### src/rtl/htfd_pkg.sv
// Shared types, constants and the CRC-8 step function of the frame decoder.
// Used by htfd_front, htfd_queue, htfd_back and humidity_temp_frame_decoder.
package htfd_pkg;

  localparam logic [7:0] CRC_INIT = 8'hFF;
  localparam logic [7:0] CRC_POLY = 8'h31;

  // Byte position of the sensor's own CRC, which closes a reply.
  localparam logic [2:0] LAST_POS = 3'd6;

  localparam int RAW_W    = 20;
  localparam int HUM_W    = 14;
  localparam int TEMP_W   = 16;
  localparam int HSCALE_W = 14;
  localparam int TSCALE_W = 16;

  localparam logic [HSCALE_W-1:0] HUM_SCALE   = 14'd10000;
  localparam logic [TSCALE_W-1:0] TEMP_SCALE  = 16'd36000;
  localparam logic [TEMP_W-1:0]   TEMP_OFFSET = 16'd5800;

  // Depth of the queue between the front and the back.
  localparam int QUEUE_DEPTH = 2;

  typedef enum logic [1:0] {
    ST_OK   = 2'd0,
    ST_BUSY = 2'd1,
    ST_ZERO = 2'd2,
    ST_CRC  = 2'd3
  } status_t;

  // One finished reply as the front hands it to the back.
  typedef struct packed {
    status_t          status;
    logic [RAW_W-1:0] hum_raw;
    logic [RAW_W-1:0] temp_raw;
  } frame_rec_t;

  // CRC-8, polynomial 0x31, MSB first, over one byte.
  function automatic logic [7:0] crc_step(input logic [7:0] crc, input logic [7:0] data);
    logic [7:0] c;
    c = crc ^ data;
    for (int k = 0; k < 8; k++) begin
      if (c[7]) begin
        c = {c[6:0], 1'b0} ^ CRC_POLY;
      end else begin
        c = {c[6:0], 1'b0};
      end
    end
    return c;
  endfunction

endpackage

### src/rtl/htfd_front.sv
// Front of the frame decoder: takes reply bytes, tracks the byte position,
// runs the CRC and assembles the raw values. Depends on htfd_pkg.
module htfd_front (
  input  logic                clk,
  input  logic                rst,
  input  logic                push,
  input  logic [7:0]          rx_byte,
  input  logic                frame_start,
  input  logic                q_full,
  output logic                full,
  output logic                rec_push,
  output htfd_pkg::frame_rec_t rec
);

  logic [2:0]                  byte_count;
  logic [7:0]                  crc_acc;
  logic                        busy_seen;
  logic                        nonzero_seen;
  logic [htfd_pkg::RAW_W-1:0]  hum_acc;
  logic [htfd_pkg::RAW_W-1:0]  temp_acc;

  logic                        accept;
  logic [2:0]                  pos;
  logic                        first;
  logic [7:0]                  crc_base;
  logic                        nz_base;
  logic [htfd_pkg::RAW_W-1:0]  hum_base;
  logic [htfd_pkg::RAW_W-1:0]  temp_base;

  // A byte is held off whenever the queue is full, even one that closes no reply.
  assign full   = q_full;
  assign accept = push && !q_full;

  assign pos   = (frame_start || byte_count == 3'd7) ? 3'd0 : byte_count;
  assign first = (pos == 3'd0);

  // Byte 0 starts from cleared accumulators and the CRC at its initial value.
  assign crc_base  = first ? htfd_pkg::CRC_INIT : crc_acc;
  assign nz_base   = first ? 1'b0 : nonzero_seen;
  assign hum_base  = first ? '0 : hum_acc;
  assign temp_base = first ? '0 : temp_acc;

  always_comb begin
    rec.hum_raw  = hum_acc;
    rec.temp_raw = temp_acc;
    if (busy_seen) begin
      rec.status = htfd_pkg::ST_BUSY;
    end else if (!nonzero_seen) begin
      rec.status = htfd_pkg::ST_ZERO;
    end else if (crc_acc != rx_byte) begin
      rec.status = htfd_pkg::ST_CRC;
    end else begin
      rec.status = htfd_pkg::ST_OK;
    end
  end

  assign rec_push = accept && (pos == htfd_pkg::LAST_POS);

  always_ff @(posedge clk) begin
    if (rst) begin
      byte_count   <= '0;
      crc_acc      <= htfd_pkg::CRC_INIT;
      busy_seen    <= 1'b0;
      nonzero_seen <= 1'b0;
      hum_acc      <= '0;
      temp_acc     <= '0;
    end else if (accept) begin
      if (pos < htfd_pkg::LAST_POS) begin
        crc_acc      <= htfd_pkg::crc_step(crc_base, rx_byte);
        nonzero_seen <= nz_base || (rx_byte != 8'd0);
        hum_acc      <= hum_base;
        temp_acc     <= temp_base;
        byte_count   <= pos + 3'd1;
      end else begin
        byte_count <= '0;
      end
      case (pos)
        3'd0: begin
          busy_seen <= rx_byte[7];
        end
        3'd1: begin
          hum_acc <= {rx_byte, 12'd0};
        end
        3'd2: begin
          hum_acc <= hum_base | {8'd0, rx_byte, 4'd0};
        end
        3'd3: begin
          hum_acc  <= hum_base | {16'd0, rx_byte[7:4]};
          temp_acc <= {rx_byte[3:0], 16'd0};
        end
        3'd4: begin
          temp_acc <= temp_base | {4'd0, rx_byte, 8'd0};
        end
        3'd5: begin
          temp_acc <= temp_base | {12'd0, rx_byte};
        end
        default: begin
        end
      endcase
    end
  end

  a_count_range: assert property (@(posedge clk) disable iff (rst)
    byte_count <= htfd_pkg::LAST_POS)
    else $error("byte position out of range");

  a_close_resets: assert property (@(posedge clk) disable iff (rst)
    rec_push |=> byte_count == 3'd0)
    else $error("position not cleared after the closing byte");

  a_resync: assert property (@(posedge clk) disable iff (rst)
    accept && frame_start |=> byte_count == 3'd1)
    else $error("frame start did not resync the position");

  a_no_overrun: assert property (@(posedge clk) disable iff (rst)
    rec_push |-> !q_full)
    else $error("record pushed into a full queue");

endmodule

### src/rtl/htfd_queue.sv
// Two-entry queue of finished reply records between the front and the back.
// Depends on htfd_pkg.
module htfd_queue (
  input  logic                 clk,
  input  logic                 rst,
  input  logic                 wr_en,
  input  htfd_pkg::frame_rec_t wr_rec,
  input  logic                 rd_en,
  output htfd_pkg::frame_rec_t rd_rec,
  output logic                 q_full,
  output logic                 q_empty
);

  localparam int PTR_W = $clog2(htfd_pkg::QUEUE_DEPTH);

  htfd_pkg::frame_rec_t mem [htfd_pkg::QUEUE_DEPTH];
  logic [PTR_W-1:0]     wr_ptr;
  logic [PTR_W-1:0]     rd_ptr;
  logic [PTR_W:0]       count;

  logic do_wr;
  logic do_rd;

  assign q_full  = (count == (PTR_W+1)'(htfd_pkg::QUEUE_DEPTH));
  assign q_empty = (count == '0);
  assign do_wr   = wr_en && !q_full;
  assign do_rd   = rd_en && !q_empty;
  assign rd_rec  = mem[rd_ptr];

  always_ff @(posedge clk) begin
    if (do_wr) begin
      mem[wr_ptr] <= wr_rec;
    end
  end

  always_ff @(posedge clk) begin
    if (rst) begin
      wr_ptr <= '0;
      rd_ptr <= '0;
      count  <= '0;
    end else begin
      if (do_wr) begin
        wr_ptr <= wr_ptr + 1'b1;
      end
      if (do_rd) begin
        rd_ptr <= rd_ptr + 1'b1;
      end
      if (do_wr && !do_rd) begin
        count <= count + 1'b1;
      end else if (do_rd && !do_wr) begin
        count <= count - 1'b1;
      end
    end
  end

endmodule

### src/rtl/htfd_back.sv
// Back of the frame decoder: scales the raw values in a multiply stage and
// holds the finished result in an output register. Depends on htfd_pkg.
module htfd_back (
  input  logic                          clk,
  input  logic                          rst,
  input  logic                          q_empty,
  input  htfd_pkg::frame_rec_t          q_rec,
  output logic                          q_pop,
  input  logic                          pop,
  output logic                          empty,
  output logic [1:0]                    status,
  output logic [htfd_pkg::RAW_W-1:0]    humidity_raw,
  output logic [htfd_pkg::RAW_W-1:0]    temperature_raw,
  output logic [htfd_pkg::HUM_W-1:0]    humidity_centi,
  output logic signed [htfd_pkg::TEMP_W-1:0] temp_centi_f
);

  localparam int HP_W = htfd_pkg::RAW_W + htfd_pkg::HSCALE_W;
  localparam int TP_W = htfd_pkg::RAW_W + htfd_pkg::TSCALE_W;

  logic                          s_valid;
  htfd_pkg::frame_rec_t          s_rec;
  logic [htfd_pkg::HUM_W-1:0]    s_hum;
  logic [htfd_pkg::TEMP_W-1:0]   s_temp_f;
  logic                          o_valid;

  logic            o_free;
  logic            s_adv;
  logic [HP_W-1:0] hum_prod;
  logic [TP_W-1:0] temp_prod;

  assign o_free = !o_valid || pop;
  assign s_adv  = !s_valid || o_free;
  assign q_pop  = !q_empty && s_adv;
  assign empty  = !o_valid;

  assign hum_prod  = HP_W'(q_rec.hum_raw) * HP_W'(htfd_pkg::HUM_SCALE);
  assign temp_prod = TP_W'(q_rec.temp_raw) * TP_W'(htfd_pkg::TEMP_SCALE);

  always_ff @(posedge clk) begin
    if (rst) begin
      s_valid <= 1'b0;
      o_valid <= 1'b0;
    end else begin
      if (s_adv) begin
        s_valid <= q_pop;
      end
      if (o_free) begin
        o_valid <= s_valid;
      end
    end
    if (q_pop) begin
      s_rec    <= q_rec;
      s_hum    <= hum_prod[HP_W-1 -: htfd_pkg::HUM_W];
      s_temp_f <= temp_prod[TP_W-1 -: htfd_pkg::TEMP_W];
    end
    if (o_free && s_valid) begin
      status          <= 2'(s_rec.status);
      humidity_raw    <= s_rec.hum_raw;
      temperature_raw <= s_rec.temp_raw;
      humidity_centi  <= s_hum;
      temp_centi_f    <= signed'(s_temp_f - htfd_pkg::TEMP_OFFSET);
    end
  end

  a_hold: assert property (@(posedge clk) disable iff (rst)
    o_valid && !pop |=> o_valid)
    else $error("result dropped while stalled");

  a_stage_hold: assert property (@(posedge clk) disable iff (rst)
    s_valid && !o_free |=> s_valid)
    else $error("multiply stage lost its record");

  a_pop_only_free: assert property (@(posedge clk) disable iff (rst)
    q_pop |-> s_adv && !q_empty)
    else $error("queue popped without room");

endmodule

### src/rtl/humidity_temp_frame_decoder.sv
// Top level of the humidity/temperature reply decoder.
// Instantiates htfd_front, htfd_queue and htfd_back; depends on htfd_pkg.
//
// Usage:
//   Input channel: one byte of the sensor's seven-byte reply per transaction
//   (push/full). frame_start marks byte 0 and resyncs the byte position;
//   without it the byte after the closing CRC byte starts the next reply.
//   Result channel (empty/pop): one transaction per reply, produced by the
//   seventh byte, carrying the status, both raw values, humidity in hundredths
//   of a percent and temperature in hundredths of a degree Fahrenheit.
//   Throughput: one byte per cycle while full is low. The CRC step over a
//   byte is done in the same cycle the byte is taken. After the edge that
//   took the closing byte, the result passes the queue write, the multiply
//   stage and the output register on its way to the result ports.
//   The back holds a multiply stage and an output register; a two-entry queue
//   separates it from the front. When the receiver stops popping, results pile
//   up in the output register, the multiply stage and the queue; once the
//   queue is full, full rises and holds off every byte until a slot frees.
//   Reset (rst, synchronous) empties all stages and sets the byte position to
//   byte 0 with the CRC at its initial value.
module humidity_temp_frame_decoder (
  input  logic                                 clk,
  input  logic                                 rst,
  input  logic                                 push,
  output logic                                 full,
  input  logic [7:0]                           rx_byte,
  input  logic                                 frame_start,
  output logic                                 empty,
  input  logic                                 pop,
  output logic [1:0]                           status,
  output logic [htfd_pkg::RAW_W-1:0]           humidity_raw,
  output logic [htfd_pkg::RAW_W-1:0]           temperature_raw,
  output logic [htfd_pkg::HUM_W-1:0]           humidity_centi,
  output logic signed [htfd_pkg::TEMP_W-1:0]   temp_centi_f
);

  // Records of finished replies travel from the front to the back here.
  logic                 rec_push;
  htfd_pkg::frame_rec_t rec;
  logic                 q_full;
  logic                 q_empty;
  logic                 q_pop;
  htfd_pkg::frame_rec_t q_rec;

  htfd_front u_front (
    .clk         (clk),
    .rst         (rst),
    .push        (push),
    .rx_byte     (rx_byte),
    .frame_start (frame_start),
    .q_full      (q_full),
    .full        (full),
    .rec_push    (rec_push),
    .rec         (rec)
  );

  htfd_queue u_queue (
    .clk     (clk),
    .rst     (rst),
    .wr_en   (rec_push),
    .wr_rec  (rec),
    .rd_en   (q_pop),
    .rd_rec  (q_rec),
    .q_full  (q_full),
    .q_empty (q_empty)
  );

  htfd_back u_back (
    .clk             (clk),
    .rst             (rst),
    .q_empty         (q_empty),
    .q_rec           (q_rec),
    .q_pop           (q_pop),
    .pop             (pop),
    .empty           (empty),
    .status          (status),
    .humidity_raw    (humidity_raw),
    .temperature_raw (temperature_raw),
    .humidity_centi  (humidity_centi),
    .temp_centi_f    (temp_centi_f)
  );

endmodule
### config.mk
export PLATFORM = sky130hd
export DESIGN_NAME = humidity_temp_frame_decoder
export DESIGN_NICKNAME = d
export VERILOG_FILES = /design/src/rtl/htfd_pkg.sv /design/src/rtl/htfd_front.sv /design/src/rtl/htfd_queue.sv /design/src/rtl/htfd_back.sv /design/src/rtl/humidity_temp_frame_decoder.sv
export SDC_FILE = /design/constraint.sdc
export NUM_CORES = 1
export LEC_CHECK = 0
export ABC_AREA = 0
export BUFFER_PORTS_ARGS = -buffer_cell sky130_fd_sc_hd__buf_2
export CAP_MARGIN = 40
export CORE_ASPECT_RATIO = 2
export CORE_UTILIZATION = 50
export CTS_BUF_LIST = sky130_fd_sc_hd__clkbuf_8
export CTS_CLUSTER_SIZE = 8
export DETAILED_ROUTE_END_ITERATION = 12
export GPL_TIMING_DRIVEN = 0
export PLACE_DENSITY = 0.75
export SLEW_MARGIN = 20
export SYNTH_ARGS = -nofsm -noshare
export SYNTH_HDL_FRONTEND = slang
export SYNTH_HIERARCHICAL = 1
export SYNTH_SLANG_ARGS = --single-unit
### constraint.sdc
create_clock -name clk -period 6.4 [get_ports clk]
set_input_delay 1.28 -clock clk [delete_from_list [all_inputs] [get_ports clk]]
set_output_delay 1.28 -clock clk [all_outputs]
set_load 0.01 [all_outputs]
# After elaboration in Yosys (flattened, before gate mapping)
# Memory sizes are Yosys's and may differ from the RTL's. A register that Yosys moved wholly into a read port is not among the register bits.
# Cells that the tools add are included.
# word_totals
reg_bits	203
ramBits	84
n_memories	1
inputBits	13
latchBits	0
wordCells	129
out_inout_bits	74
mem_bits_ro	0
# op_classes
n_addsub	6
n_bitwise	13
multipliers	2
mux	48
n_div	0
order_cmp	1
n_reduce_logical	28
n_eq_ne	9
n_shift	0
# mem_list
memory	depth	word_bits	rd	rd_clocked_by_memory_dff	wr	line_no	rtl
u_queue.mem	2	42	1	1	1	htfd_queue.sv:16	htfd_pkg::frame_rec_t mem [htfd_pkg::QUEUE_DEPTH];
# op_table
cell	n
8-bit two-way mux	22
20-bit one-hot mux with 3 select lines	2
20-bit two-way mux	4
6-bit two-way mux	8
20-bit by 11-bit multiplier with 31-bit output (second input constant)	1
20-bit by 10-bit multiplier with 30-bit output (second input constant)	1
3-bit inverter	8
20-bit by 12-bit OR with 20-bit output	1
20-bit by 16-bit OR with 20-bit output	1
20-bit by 4-bit OR with 20-bit output	1
20-bit by 8-bit OR with 20-bit output	1
16-bit by 13-bit subtractor with 16-bit output (second input constant)	1
3-bit equality test (second input constant)	4
2-bit two-way mux	5
1-bit logical AND	8
8-bit inequality test	1
2-bit AND reduction	4
4-bit nonzero test	2
8-bit nonzero test	1
8-bit XOR	1
3-bit by 2-bit equality test with 1-bit output (second input constant)	2
1-bit logical NOT	6
3-bit two-way mux	2
1-bit two-way mux	5
other kinds (11)	15

# Logic depth before layout (Yosys ltp)
# Gate-level depths: netlist of the first run.
# logic_depth
word_depth	43
mapped_depth	21
depth_no_buf	18

# Hierarchy
# Netlist of the first run, hierarchy kept.
# modules_own_cells
mod	cells_per_inst	seq_area_each_um2	area_per_inst_um2	instances
htfd_back	888	4364.2	10960.5	1
htfd_queue	156	2622.5	3238.1	1
htfd_front	317	1061.0	2841.5	1

# Worst setup path after synthesis of the first run
# Ideal clock, no wire load.
# synth_timing
path_kind	in2reg
start	input port pop
end	register u_queue.count[1]
arrival_time_ps	6676
setup_time_ps	70
path_stages	6
path_buffers	0
required_time_ps	6330
slack_ps	-346
cell_sequence	nor2_1 -> a21oi_1 -> o21ai_0 -> ha_1 -> or3_1 -> a21oi_1
# synth_between
elab_chain_cells	7
word_cells_on_any_way	9
classes_between	1 x mux; 8 x reduce/logical
# synth_rtl
item	line_no	rtl
start, declared	humidity_temp_frame_decoder.sv:29	input logic pop,
1-bit logical OR *	htfd_back.sv:32	assign o_free = !o_valid || pop;
1-bit logical OR *	htfd_back.sv:33	assign s_adv = !s_valid || o_free;
1-bit logical AND *	htfd_back.sv:34	assign q_pop = !q_empty && s_adv;
net q_pop	humidity_temp_frame_decoder.sv:42	logic q_pop;
1-bit logical AND *	htfd_queue.sv:27	assign do_rd = rd_en && !q_empty;
1-bit logical NOT	htfd_queue.sv:48	if (do_wr && !do_rd) begin
1-bit logical AND	htfd_queue.sv:48	
2-bit two-way mux or 2-bit nonzero test (tied branches)	-	
end signal, assigned	htfd_queue.sv:49	count <= count + 1'b1;
end signal, assigned	htfd_queue.sv:51	count <= count - 1'b1;
end, declared	htfd_queue.sv:19	logic [PTR_W:0] count;
# Mark *: on every way through the listed nets, which the timed path passes. The rest lies on a longest branch.
# A chain may end at the register's enable or synchronous reset.

==> out/results.tsv, run 1 <==
stage	metric	value	unit
worst_setup_path	critical path class	reg -> reg	
worst_setup_path	CP Data Arrival Time	6130	ps
job	Max-Cap Viols	0	
floorplanning	Core Area	33500	sq um
grt	wire length of the first global-routing pass	54000	microns
power_and_ir_drop	PwrDens	185	nW/um^2
drt	Final ANT Viol Nets	0	
logic_synthesis	Synth Flop Type	edfxtp_1	
grt	initial antenna violation count	1	
floorplanning	DIE AREA	34900	sq um
logic_synthesis	most common cell in the netlist	edfxtp_1	
sta	unrepaired setup endpoints after global routing	false	
cells_and_area	Area Overhead vs Synth	11.1	%
sta	actual slew at the worst max-slew pin	885	ps
logic_synthesis	mapped cell area	17000	sq um
logic_synthesis	Post-Syn Area per Cell	12.5	sq um
logic_synthesis	post-synthesis xor/xnor area fraction	4.60	%
power_and_ir_drop	Max VDD drop	97.7	uV
sta	Final period util	90.6	%
sta	final hold violations	0	
grt	vias in the first global route	11291	
logic_synthesis	number of synthesized register bits	288	
logic_synthesis	area leader, netlist	edfxtp_1	
logic_synthesis	Post-synth top cells	edfxtp_1, inv_1, ha_1, fa_1, a21oi_1	
cts	Reg clk slew, reported paths	60	ps
floorplanning	Starting Density	50.8	%
cts	PostCTS Resize Cnt	0	
logic_synthesis	EDFF count, synth	228	
drt	final wirelength	33100	microns
logic_synthesis	Synth top area share	40.2	%
drt	Vias	10541	
drt	vias per cell	5.39	
cts	Post-CTS Setup Repair Bufs	0	
power_and_ir_drop	LEAKAGE	0.00853	uW
floorplanning	I/O pin total	87	
logic_synthesis	mux contribution to synthesized area	2.89	%
place	Post-DP HPWL	25500	microns
cells_and_area	fillers	2739	
cts	clk buf depth	3	
cells_and_area	Multi-input gate area	8030	sq um
run_status	status	complete, no violations	
cts	cts hold-fix bufs	0	
sta	worst clock skew	26.8	ps
worst_hold_path	HP Class	reg -> reg	
sta	setup violators final	0	
place	Placed Cells	1886	
cts	CTS buffer count	43	
cts	root buf cell	clkbuf_8	
logic_synthesis	Mapped Nets	1666	
place	port buffer count	82	
cts	Skew-Pair Late Insertion Delay	580	ps
logic_synthesis	synth warn	6	
floorplanning	FP Rows	95	
logic_synthesis	Post-Synth Simple-Gate Area	5.49	%
worst_setup_path	worst path cell trace	buf_2, buf_2, mux2_2, inv_1, fa_1, inv_1, ha_1, fa_1, ha_1, inv_1, fa_1, inv_1, ha_1, clkbuf_1, a21oi_1, nor2_1, nor3b_1, nand4_1, a221o_1, a21oi_1, xnor2_1	
sta	Min Hold Slack	413	ps
grt	largest net degree at the start of global routing	34	
worst_setup_path	Worst Setup Start Kind	register	
logic_synthesis	Synth area leaders	edfxtp_1, ha_1, fa_1, dfxtp_1, inv_1	
logic_synthesis	largest family of logic cells by synthesized area	adder cells	
grt	gr usage total	19.6	%
worst_hold_path	Hold Startpoint	u_back/s_rec[2]	
sta	Max Slew Vio Count	0	
logic_synthesis	Post-Syn Instances	1361	
drt	routed length per instance	16.9	microns
logic_synthesis	Unique masters post-synth	83	
sta	Max transition margin	40.5	%
place	routability congestion estimate	0.894	
worst_setup_path	worst stage delay on the critical path	500	ps
logic_synthesis	register area share after synthesis	47.2	%
sta	fin crit period	5800	ps
drt	DRC viols	0	
worst_setup_path	Worst EP required	6730	ps
worst_setup_path	CP most frequent cell	inv_1	
worst_setup_path	CP delay by family, top	adder cells	
sta	FMAX	0.172	GHz
grt	gr ovfl total	0	
cells_and_area	end-of-flow core utilization	56.5	%
cts	Clock H-tree levels	2	
cells_and_area	register area	8050	sq um
cells_and_area	nets@finish	1800	
cts	clock sink total	288	
worst_setup_path	slowest CP cell	fa_1	
worst_setup_path	Worst Path Buf+Inv	7	
logic_synthesis	area fraction in compound gates after synthesis	8.61	%
cells_and_area	final std cells w/o fill	1954	
cells_and_area	layout cell share with drive strength beyond 1	14.6	%
logic_synthesis	Adder-Cell Fraction of Synth Area	25.4	%
logic_synthesis	Post-synth ARST share	0	%
cts	CTS tree	built	
drt	First-pass DRT Iterations	5	
drt	initial DRC count	516	
floorplanning	die span in x	133	microns
floorplanning	DIE HEIGHT	263	microns
worst_setup_path	Crit. End Element	register	
worst_setup_path	worst-path fanout max	10	
-- per-stage QoR --
stage | setup TNS, ps | worst slack [ps] | total power, uW | area (sq um)
final | 0 | 603 | 3510 | 18900
after global routing | 0 | 374 | 3630 | 18900
after CTS | 0 | 624 | 3550 | 18900
after detailed placement | 0 | 648 | 2210 | 18200
after global placement | -31710 | -459 | 2210 | 18000
after floorplan | 0 | 1250 | 2180 | 17000
-- metal layers --
layer	share of wire (%)	global-route usage [%]	vias up
li1	-	-	5041
met1	34	18.5	5109
met2	56	38.8	276
met3	3.4	2.33	115
met4	6.0	12.4	0
met5	0	0	-
-- state kept, by name (all words and copies together), names as in the netlist, 14 cells and up, named ones only --
name                    flops
u_queue/mem                84
u_back/temp_centi_f        16
u_front/hum_acc            20
u_back/humidity_raw        20
u_back/s_rec               42
u_back/temperature_raw     20
u_front/temp_acc           20
u_back/s_hum               14
u_back/humidity_centi      14
u_back/s_temp_f            16
-- report_power, final --
part           internal (uW)  switching (uW)  leakage (uW)
combinational           72.9            97.5       0.00558
clock                    650             679      0.000434
sequential              2000            6.80       0.00251
total                   2720             783       0.00853
-- path summary, 6_finish.rpt --
| kind | endpoint | slack [ps] | depth (start not counted) |
|---|---|---|---|
| setup / recovery | u_back/s_hum[13] | 600 | 21 |
| hold / removal | u_back/temperature_raw[2] | 410 | 0 |
| setup reg to reg | u_back/s_hum[13] | 600 | 21 |
| hold reg to reg | u_back/temperature_raw[2] | 410 | 0 |
-- layout make-up --
cell class / instances / share of cell area [%]
inverters: 211 / 4.18
clock inverters: 22 / 0.621
clock buffers: 45 / 3.27
diodes: 1 / 0.0132
plain buffers: 41 / 1.02
well taps: 436 / 2.88
flip-flops and latches: 288 / 42.5
repair buffers: 89 / 3.07
multi-input cells: 821 / 42.4
-- logic make-up (layout without fill, tap and decap cells) --
| kind of cell | Yosys count | count (layout) |
|---|---|---|
| AO/OA/AOI/OAI | 223 | 223 |
| XOR/XNOR | 73 | 73 |
| adder cells (fa/ha/maj) | 292 | 292 |
| buffers and inverters | 252 | 408 |
| flip-flops | 288 | 288 |
| multiplexers | 44 | 44 |
| other | 0 | 1 |
| AND/OR/NAND/NOR | 189 | 189 |
-- layout by cell type (no fill, tap or decap), types with 5 or more instances in the layout --
master      n
a21oi_1    72
clkbuf_8   45
and3_1      8
a211oi_1    9
o31ai_1     5
edfxtp_1  228
fa_1       90
nor2_1     53
a32oi_1     5
inv_1     225
clkbuf_1   19
buf_2      98
xor2_1     30
nand2b_1    6
xnor3_1     6
nand2_1    55
o211ai_1    6
nor3_1      9
xnor2_1    31
o21a_1      9
mux2_2     42
nor4_1      5
nand4_1    11
a31oi_1     8
a22oi_1    17
nand3_1    10
o21ai_1    12
ha_1      202
o21ai_0    32
dfxtp_1    60
a21o_1     16
No activity file was read; power rests on OpenSTA's default activity.
==> run 2, diff against run 1 <==
--- a/config.mk
+++ b/config.mk
@@ -6,15 +6,18 @@
 export NUM_CORES = 1
 export LEC_CHECK = 0
 export ABC_AREA = 0
+export ABC_CLOCK_PERIOD_IN_PS = 6400
 export BUFFER_PORTS_ARGS = -buffer_cell sky130_fd_sc_hd__buf_2
 export CAP_MARGIN = 40
 export CORE_ASPECT_RATIO = 2
+export CORE_MARGIN = 1.5
 export CORE_UTILIZATION = 50
 export CTS_BUF_LIST = sky130_fd_sc_hd__clkbuf_8
 export CTS_CLUSTER_SIZE = 8
 export DETAILED_ROUTE_END_ITERATION = 12
 export GPL_TIMING_DRIVEN = 0
 export PLACE_DENSITY = 0.75
+export REMOVE_ABC_BUFFERS = 1
 export SLEW_MARGIN = 20
 export SYNTH_ARGS = -nofsm -noshare
 export SYNTH_HDL_FRONTEND = slang
==> run 2 against run 1 <==
  * Count of clock-buffer cells in the layout fell by 1
  * Clock power about the same
  * Setup slack improved by 130 ps
==> out/results.tsv, run 2 (synthesized netlist as in run 1, its figures left out) <==
stage	metric	value	unit	change
worst_setup_path	worst stage delay on the critical path	500	ps	about the same
worst_setup_path	Crit. End Element	register		
drt	Vias	10356		-1.8%
worst_hold_path	HP Class	reg -> reg		
sta	TNS Setup	0	ps	unchanged
sta	FMAX	0.176	GHz	+2.3%
run_status	status	complete, no violations		
drt	final wirelength	31500	microns	-4.8%
cts	Post-CTS Setup Repair Bufs	0		unchanged
cts	root buf cell	clkbuf_8		
worst_setup_path	worst path cell trace	buf_12, mux2_2, inv_1, fa_1, inv_1, ha_1, fa_1, ha_1, inv_1, fa_1, inv_1, ha_1, a22oi_1, o211ai_1, o211ai_1, nand3_1, o31ai_1, mux2i_1, nand3_1		
worst_setup_path	Reg-to-Reg End	u_back/s_hum[6]		
worst_setup_path	critical path class	reg -> reg		
worst_setup_path	CP most frequent cell	inv_1		
sta	Final period util	88.6	%	-2.0 points
sta	fin crit period	5670	ps	-128 ps
cells_and_area	most frequent cells in the layout	inv_1, edfxtp_1, ha_1		
sta	worst clock skew	23.2	ps	-3.63 ps
power_and_ir_drop	Logic pwr share	4.3	%	-0.6 points
floorplanning	FP Rows	95		unchanged
place	Post-DP HPWL	23800	microns	-6.5%
cts	PostCTS Resize Cnt	0		unchanged
floorplanning	I/O pin total	87		unchanged
sta	Max Slew Vio Count	0		unchanged
floorplanning	Starting Density	50.7	%	-0.18 points
sta	setup violators final	0		unchanged
worst_setup_path	CP delay by family, top	adder cells		
cells_and_area	biggest regs	u_queue/mem: 84 flops, u_back/s_rec: 42 flops		
power_and_ir_drop	Sequential Power Share	57.3	%	about the same
cts	cts hold-fix bufs	0		unchanged
drt	First-pass DRT Iterations	5		unchanged
grt	largest net degree at the start of global routing	37		+8.8%
sta	Max transition margin	44.9	%	+4.4 points
cells_and_area	Area Overhead vs Synth	10.5	%	
worst_setup_path	worst-path fanout max	33		+23
power_and_ir_drop	Pwr Total	3520	uW	+0.45%
grt	gr usage total	18.5	%	-1.1 points
worst_setup_path	slowest CP cell	fa_1		
cts	clk buf depth	3		unchanged
worst_hold_path	Hold EP	u_back/humidity_raw[5]		
cts	CTS tree	built		
drt	vias per cell	5.38		-0.22%
place	port buffer count	86		+4.9%
worst_setup_path	CP Data Arrival Time	5980	ps	-150 ps
place	routability congestion estimate	0.868		-3.0%
floorplanning	Core Area	33600	sq um	+0.35%
worst_hold_path	hold-critical path depth	0		unchanged
cells_and_area	nets@finish	1768		-1.8%
worst_setup_path	Worst EP required	6710	ps	-20 ps
place	Post-Place Worst Slack	708	ps	+60.8 ps
cells_and_area	layout cell share with drive strength beyond 1	14.3	%	-0.38 points
power_and_ir_drop	PwrDens	187	nW/um^2	+0.93%
cts	CTS buffer count	43		unchanged
cts	Reg clk slew, reported paths	60	ps	about the same
drt	routed length per instance	16.4	microns	-3.3%
drt	initial DRC count	391		-24%
floorplanning	DIE AREA	35300	sq um	+1.1%
floorplanning	DIE HEIGHT	264	microns	+0.38%
floorplanning	die span in x	134	microns	+0.75%
worst_setup_path	Worst Setup Start Kind	register		
sta	fin worst setup slack	730	ps	+128 ps
power_and_ir_drop	sw frac	22.1	%	-0.27 points
grt	initial antenna violation count	1		unchanged
worst_hold_path	Hold Startpoint	u_back/s_rec[25]		
job	Max-Cap Viols	0		unchanged
power_and_ir_drop	LEAKAGE	0.00847	uW	-0.65%
sta	unrepaired setup endpoints after global routing	false		
power_and_ir_drop	Clk network pwr share	38.4	%	+0.5 points
drt	Final ANT Viol Nets	0		unchanged
cts	Skew-Pair Late Insertion Delay	580	ps	about the same
sta	final hold violations	0		unchanged
grt	gr ovfl total	0		unchanged
power_and_ir_drop	Net Switching	777	uW	-0.77%
cells_and_area	max reg flops	84		unchanged
power_and_ir_drop	internal power	2750	uW	+0.80%
power_and_ir_drop	Max VDD drop	139	uV	+42%
worst_setup_path	Worst R2R Setup Slack	730	ps	+130 ps
worst_setup_path	reg2reg path depth	19		-9.5%
sta	actual slew at the worst max-slew pin	824	ps	-61.3 ps
grt	vias in the first global route	10973		-2.8%
cells_and_area	fillers	2763		+0.88%
cts	clock sink total	288		unchanged
cells_and_area	most flop-heavy register	u_queue/mem		
drt	DRC viols	0		unchanged
grt	wire length of the first global-routing pass	52100	microns	-3.6%
worst_setup_path	Worst Path Buf+Inv	5		-2
cts	Clock H-tree levels	2		unchanged
==> run 2: worst max-delay path by stage <==
stage	to	slack [ps]	depth (start not counted)
2_1_floorplan	u_queue/count[1]	-350	6
3_3_place_gp	u_queue/count[1]	-2160	7
3_5_place_dp	u_back/s_hum[6]	710	19
4_1_cts	u_back/s_hum[6]	700	19
5_1_grt	u_back/s_hum[6]	360	19
6_report	u_back/s_hum[6]	730	19
==> run 2: layout make-up <==
type | count | area, sq um | area share [%]
tap | 436 | 546 | 2.90
clock buffer | 44 | 606 | 3.21
sequential | 288 | 8050 | 42.7
clock inverter | 25 | 141 | 0.751
antenna | 1 | 2.50 | 0.0133
inverter | 211 | 792 | 4.20
multi-input combinational | 821 | 8040 | 42.7
timing repair buffer | 98 | 659 | 3.50
==> run 2: per-layer routing <==
| layer | track usage (%) | up-vias | share of wire [%] |
|---|---|---|---|
| met3 | 2.55 | 68 | 3.1 |
| li1 | - | 4979 | - |
| met5 | 0 | - | 0 |
| met1 | 18.7 | 5083 | 37 |
| met4 | 8.25 | 0 | 3.2 |
| met2 | 36.5 | 226 | 57 |
==> run 2: power by group through the flow <==
stage | combinational, uW | sequential (uW) | clock [uW]
2_1_floorplan | 105 | 2050 | 0
3_3_place_gp | 139 | 2060 | 0
3_5_place_dp | 147 | 2060 | 0
4_1_cts | 148 | 2020 | 1400
5_1_grt | 164 | 2020 | 1460
6_report | 150 | 2020 | 1350
==> run 2: stage by stage <==
stage / util (%) / hold slack (ps) / instance area (sq um) / instances
4_1_cts: 56.0 / 412 / 18800 / 1922
2_1_floorplan: - / 400 / 16800 / 1320
3_5_place_dp: 53.7 / 405 / 18100 / 1853
3_3_place_gp: 53.0 / 401 / 17800 / 1842
6_report: 56.0 / 414 / 18800 / 1924
5_1_grt: 56.0 / 420 / 18800 / 1924
==> run 3, diff against run 2 <==
--- a/config.mk
+++ b/config.mk
@@ -6,8 +6,7 @@
 export NUM_CORES = 1
 export LEC_CHECK = 0
 export ABC_AREA = 0
-export ABC_CLOCK_PERIOD_IN_PS = 6400
-export BUFFER_PORTS_ARGS = -buffer_cell sky130_fd_sc_hd__buf_2
+export ABC_CLOCK_PERIOD_IN_PS = 5800
 export CAP_MARGIN = 40
 export CORE_ASPECT_RATIO = 2
 export CORE_MARGIN = 1.5
@@ -15,8 +14,9 @@
 export CTS_BUF_LIST = sky130_fd_sc_hd__clkbuf_8
 export CTS_CLUSTER_SIZE = 8
 export DETAILED_ROUTE_END_ITERATION = 12
+export DONT_BUFFER_PORTS = 1
 export GPL_TIMING_DRIVEN = 0
-export PLACE_DENSITY = 0.75
+export PLACE_DENSITY = 0.7
 export REMOVE_ABC_BUFFERS = 1
 export SLEW_MARGIN = 20
 export SYNTH_ARGS = -nofsm -noshare
==> constraint.sdc (replaced) <==
create_clock -name clk -period 5.8 [get_ports clk]
set_input_delay 1.16 -clock clk [delete_from_list [all_inputs] [get_ports clk]]
set_output_delay 1.16 -clock clk [all_outputs]
set_load 0.01 [all_outputs]
==> run 3 against run 2 <==
  * Count of clock-buffer cells in the layout increased by 3
  * Clock skew decreased by 5.7 ps
  * Cell area decreased by 2.1%
  * Die area unchanged
  * Maximum frequency increased by 2.9%
  * First-iteration DRC count increased by 11%
  * Setup slack got worse by 440 ps
  * Combinational power decreased by 8%
  * Critical path type unchanged
  * Largest cell class is now multi-input gates
==> out/results.tsv, run 3 (synthesized netlist as in run 1, its figures left out) <==
stage	metric	value	unit	change
job	Max-Cap Viols	0		unchanged
floorplanning	I/O pin total	87		unchanged
worst_setup_path	Worst EP required	6110	ps	-600 ps
sta	worst clock skew	17.5	ps	-5.67 ps
grt	vias in the first global route	10615		-3.3%
sta	fin crit period	5510	ps	-161 ps
place	port buffer count	0		-100%
floorplanning	Core Area	33600	sq um	unchanged
power_and_ir_drop	sw frac	21.6	%	-0.41 points
power_and_ir_drop	Sequential Power Share	57.5	%	+0.2 points
power_and_ir_drop	Net Switching	838	uW	+7.9%
drt	initial DRC count	434		+11%
run_status	status	complete, no violations		
cts	clk buf depth	3		unchanged
sta	Final period util	95.0	%	+6.4 points
drt	vias per cell	5.41		+0.49%
cells_and_area	most common cell after layout, fill and taps aside	inv_1		
worst_hold_path	Hold Startpoint	u_back/s_rec[40]		
cells_and_area	final std cells w/o fill	1842		-4.3%
grt	initial antenna violation count	1		unchanged
power_and_ir_drop	internal power	3030	uW	+10%
floorplanning	DIE HEIGHT	264	microns	unchanged
worst_setup_path	worst-path fanout max	32		-3.0%
sta	Min Hold Slack	410	ps	-4.02 ps
floorplanning	DIE AREA	35300	sq um	unchanged
worst_setup_path	slowest CP cell	fa_1		
worst_setup_path	reg2reg path depth	17		-2
grt	largest net degree at the start of global routing	61		+65%
cells_and_area	most frequent cells in the layout	inv_1, edfxtp_1, ha_1		
cts	Skew-Pair Late Insertion Delay	570	ps	about the same
cells_and_area	Area Overhead vs Synth	8.17	%	
drt	Final ANT Viol Nets	0		unchanged
drt	Vias	9963		-3.8%
worst_setup_path	CP Data Arrival Time	5820	ps	-160 ps
power_and_ir_drop	Logic pwr share	3.6	%	-0.7 points
drt	DRC viols	0		unchanged
drt	First-pass DRT Iterations	5		unchanged
place	Post-DP HPWL	23100	microns	-3.3%
sta	Max transition margin	43.3	%	-1.6 points
cts	CTS tree	built		
cts	Reg clk slew, reported paths	60	ps	about the same
sta	TNS Setup	0	ps	unchanged
cts	CTS buffer count	44		+2.3%
worst_setup_path	critical path class	reg -> reg		
power_and_ir_drop	Clk network pwr share	38.9	%	+0.5 points
worst_setup_path	worst stage delay on the critical path	560	ps	+60 ps
place	routability congestion estimate	0.877		+1.1%
floorplanning	Starting Density	50.7	%	unchanged
drt	routed length per instance	16.9	microns	+3.0%
power_and_ir_drop	PwrDens	210	nW/um^2	+12%
sta	setup violators final	0		unchanged
worst_hold_path	HP Class	reg -> reg		
cells_and_area	most flop-heavy register	u_queue/mem		
worst_hold_path	Hold EP	u_back/status[0]		
grt	gr ovfl total	0		unchanged
cts	Clock H-tree levels	2		unchanged
cts	clock sink total	288		unchanged
worst_setup_path	Worst R2R Setup Slack	290	ps	-440 ps
drt	final wirelength	31000	microns	-1.4%
cells_and_area	layout cell share with drive strength beyond 1	9.47	%	-4.8 points
power_and_ir_drop	LEAKAGE	0.00820	uW	-3.2%
worst_hold_path	hold-critical path depth	0		unchanged
cells_and_area	max reg flops	84		unchanged
sta	Max Slew Vio Count	0		unchanged
sta	final hold violations	0		unchanged
worst_setup_path	Worst Setup Start Kind	register		
sta	unrepaired setup endpoints after global routing	false		
cells_and_area	biggest regs	u_queue/mem: 84 flops, u_back/s_rec: 42 flops		
cells_and_area	nets@finish	1682		-4.9%
power_and_ir_drop	Max VDD drop	179	uV	+29%
worst_setup_path	Crit. End Element	register		
grt	wire length of the first global-routing pass	51500	microns	-1.1%
floorplanning	die span in x	134	microns	unchanged
power_and_ir_drop	Pwr Total	3870	uW	+9.9%
worst_setup_path	worst path cell trace	buf_12, mux2_2, ha_1, ha_1, fa_1, fa_1, inv_1, fa_1, inv_1, ha_1, a21oi_1, o21ai_0, a221o_1, a21oi_2, o22a_1, a21oi_1, a21o_1		
worst_setup_path	Reg-to-Reg End	u_back/s_temp_f[15]		
floorplanning	FP Rows	95		unchanged
place	Placed Cells	1766		-4.7%
sta	actual slew at the worst max-slew pin	847	ps	+23.2 ps
cts	root buf cell	clkbuf_8		
sta	FMAX	0.182	GHz	+2.9%
grt	gr usage total	18.3	%	-0.17 points
run 3: changes by cell type in the layout (fill, tap and decap cells not counted), moves of 2 or more:
cell / previous run / this run
buf_2: 86 / 0
inv_1: 228 / 230
clkinv_1: 3 / 1
a21oi_2: 1 / 3
a21oi_1: 72 / 70
clkbuf_8: 44 / 47
clkinv_2: 0 / 2
run 3: what timing repair did:
| action | in CTS | in global routing |
|---|---|---|
| setup endpoints to repair | 0 | 10 |
| buffers inserted | 0 | 0 |
| gates resized for setup | 0 | 5 |
| hold buffers | 0 | 0 |
run 3: layout make-up:
cell class | count | area [sq um]
fillers | 2764 | 15200
multi-input cells | 821 | 8050
flip-flops and latches | 288 | 8050
inverters | 211 | 792
clock buffers | 47 | 647
well taps | 436 | 546
repair buffers | 11 | 209
clock inverters | 27 | 131
diodes | 1 | 2.50
run 3: routing by layer:
layer | vias up | wire, microns | track usage, %
met5 | - | 0 | 0
met3 | 50 | 1090 | 2.88
met1 | 4893 | 11400 | 18.5
met2 | 206 | 17800 | 36.6
met4 | 0 | 826 | 6.73
li1 | 4814 | - | -
run 3: per-stage QoR:
step / setup WS [ps] / cell area (sq um) / utilization, %
after global placement: -2680 / 17400 / 51.7
after CTS: 121 / 18400 / 54.7
after global routing: 12.0 / 18400 / 54.8
after detailed placement: 134 / 17600 / 52.4
final: 291 / 18400 / 54.8
after floorplan: -826 / 16800 / -
run 3: critical path: cells and delay by family, from the launching register on:
kind	cells	cell delay [ps]
AOI/OAI and AO/OA	7	1390
adders and majority gates	6	2590
buffers and inverters	3	340
DFF	1	440
muxes	1	460
run 3: worst max path at each step:
stage                           to  cells past startpoint  slack (ps)  startpoint
2_1_floorplan     u_queue/count[1]                      6        -830         pop
3_3_place_gp      u_queue/count[1]                      6       -2680         pop
3_5_place_dp       u_back/s_hum[6]                     19         130    register
4_1_cts            u_back/s_hum[6]                     19         120    register
5_1_grt         u_back/s_temp_f[7]                     17          10    register
6_report       u_back/s_temp_f[15]                     17         290    register
run 3: power groups by stage:
stage | Clock (uW) | Combinational [uW] | Sequential (uW)
floorplan | 0 | 116 | 2270
global placement | 0 | 129 | 2270
detailed placement | 0 | 136 | 2270
CTS | 1570 | 137 | 2230
global route | 1640 | 151 | 2230
finish | 1510 | 138 | 2230
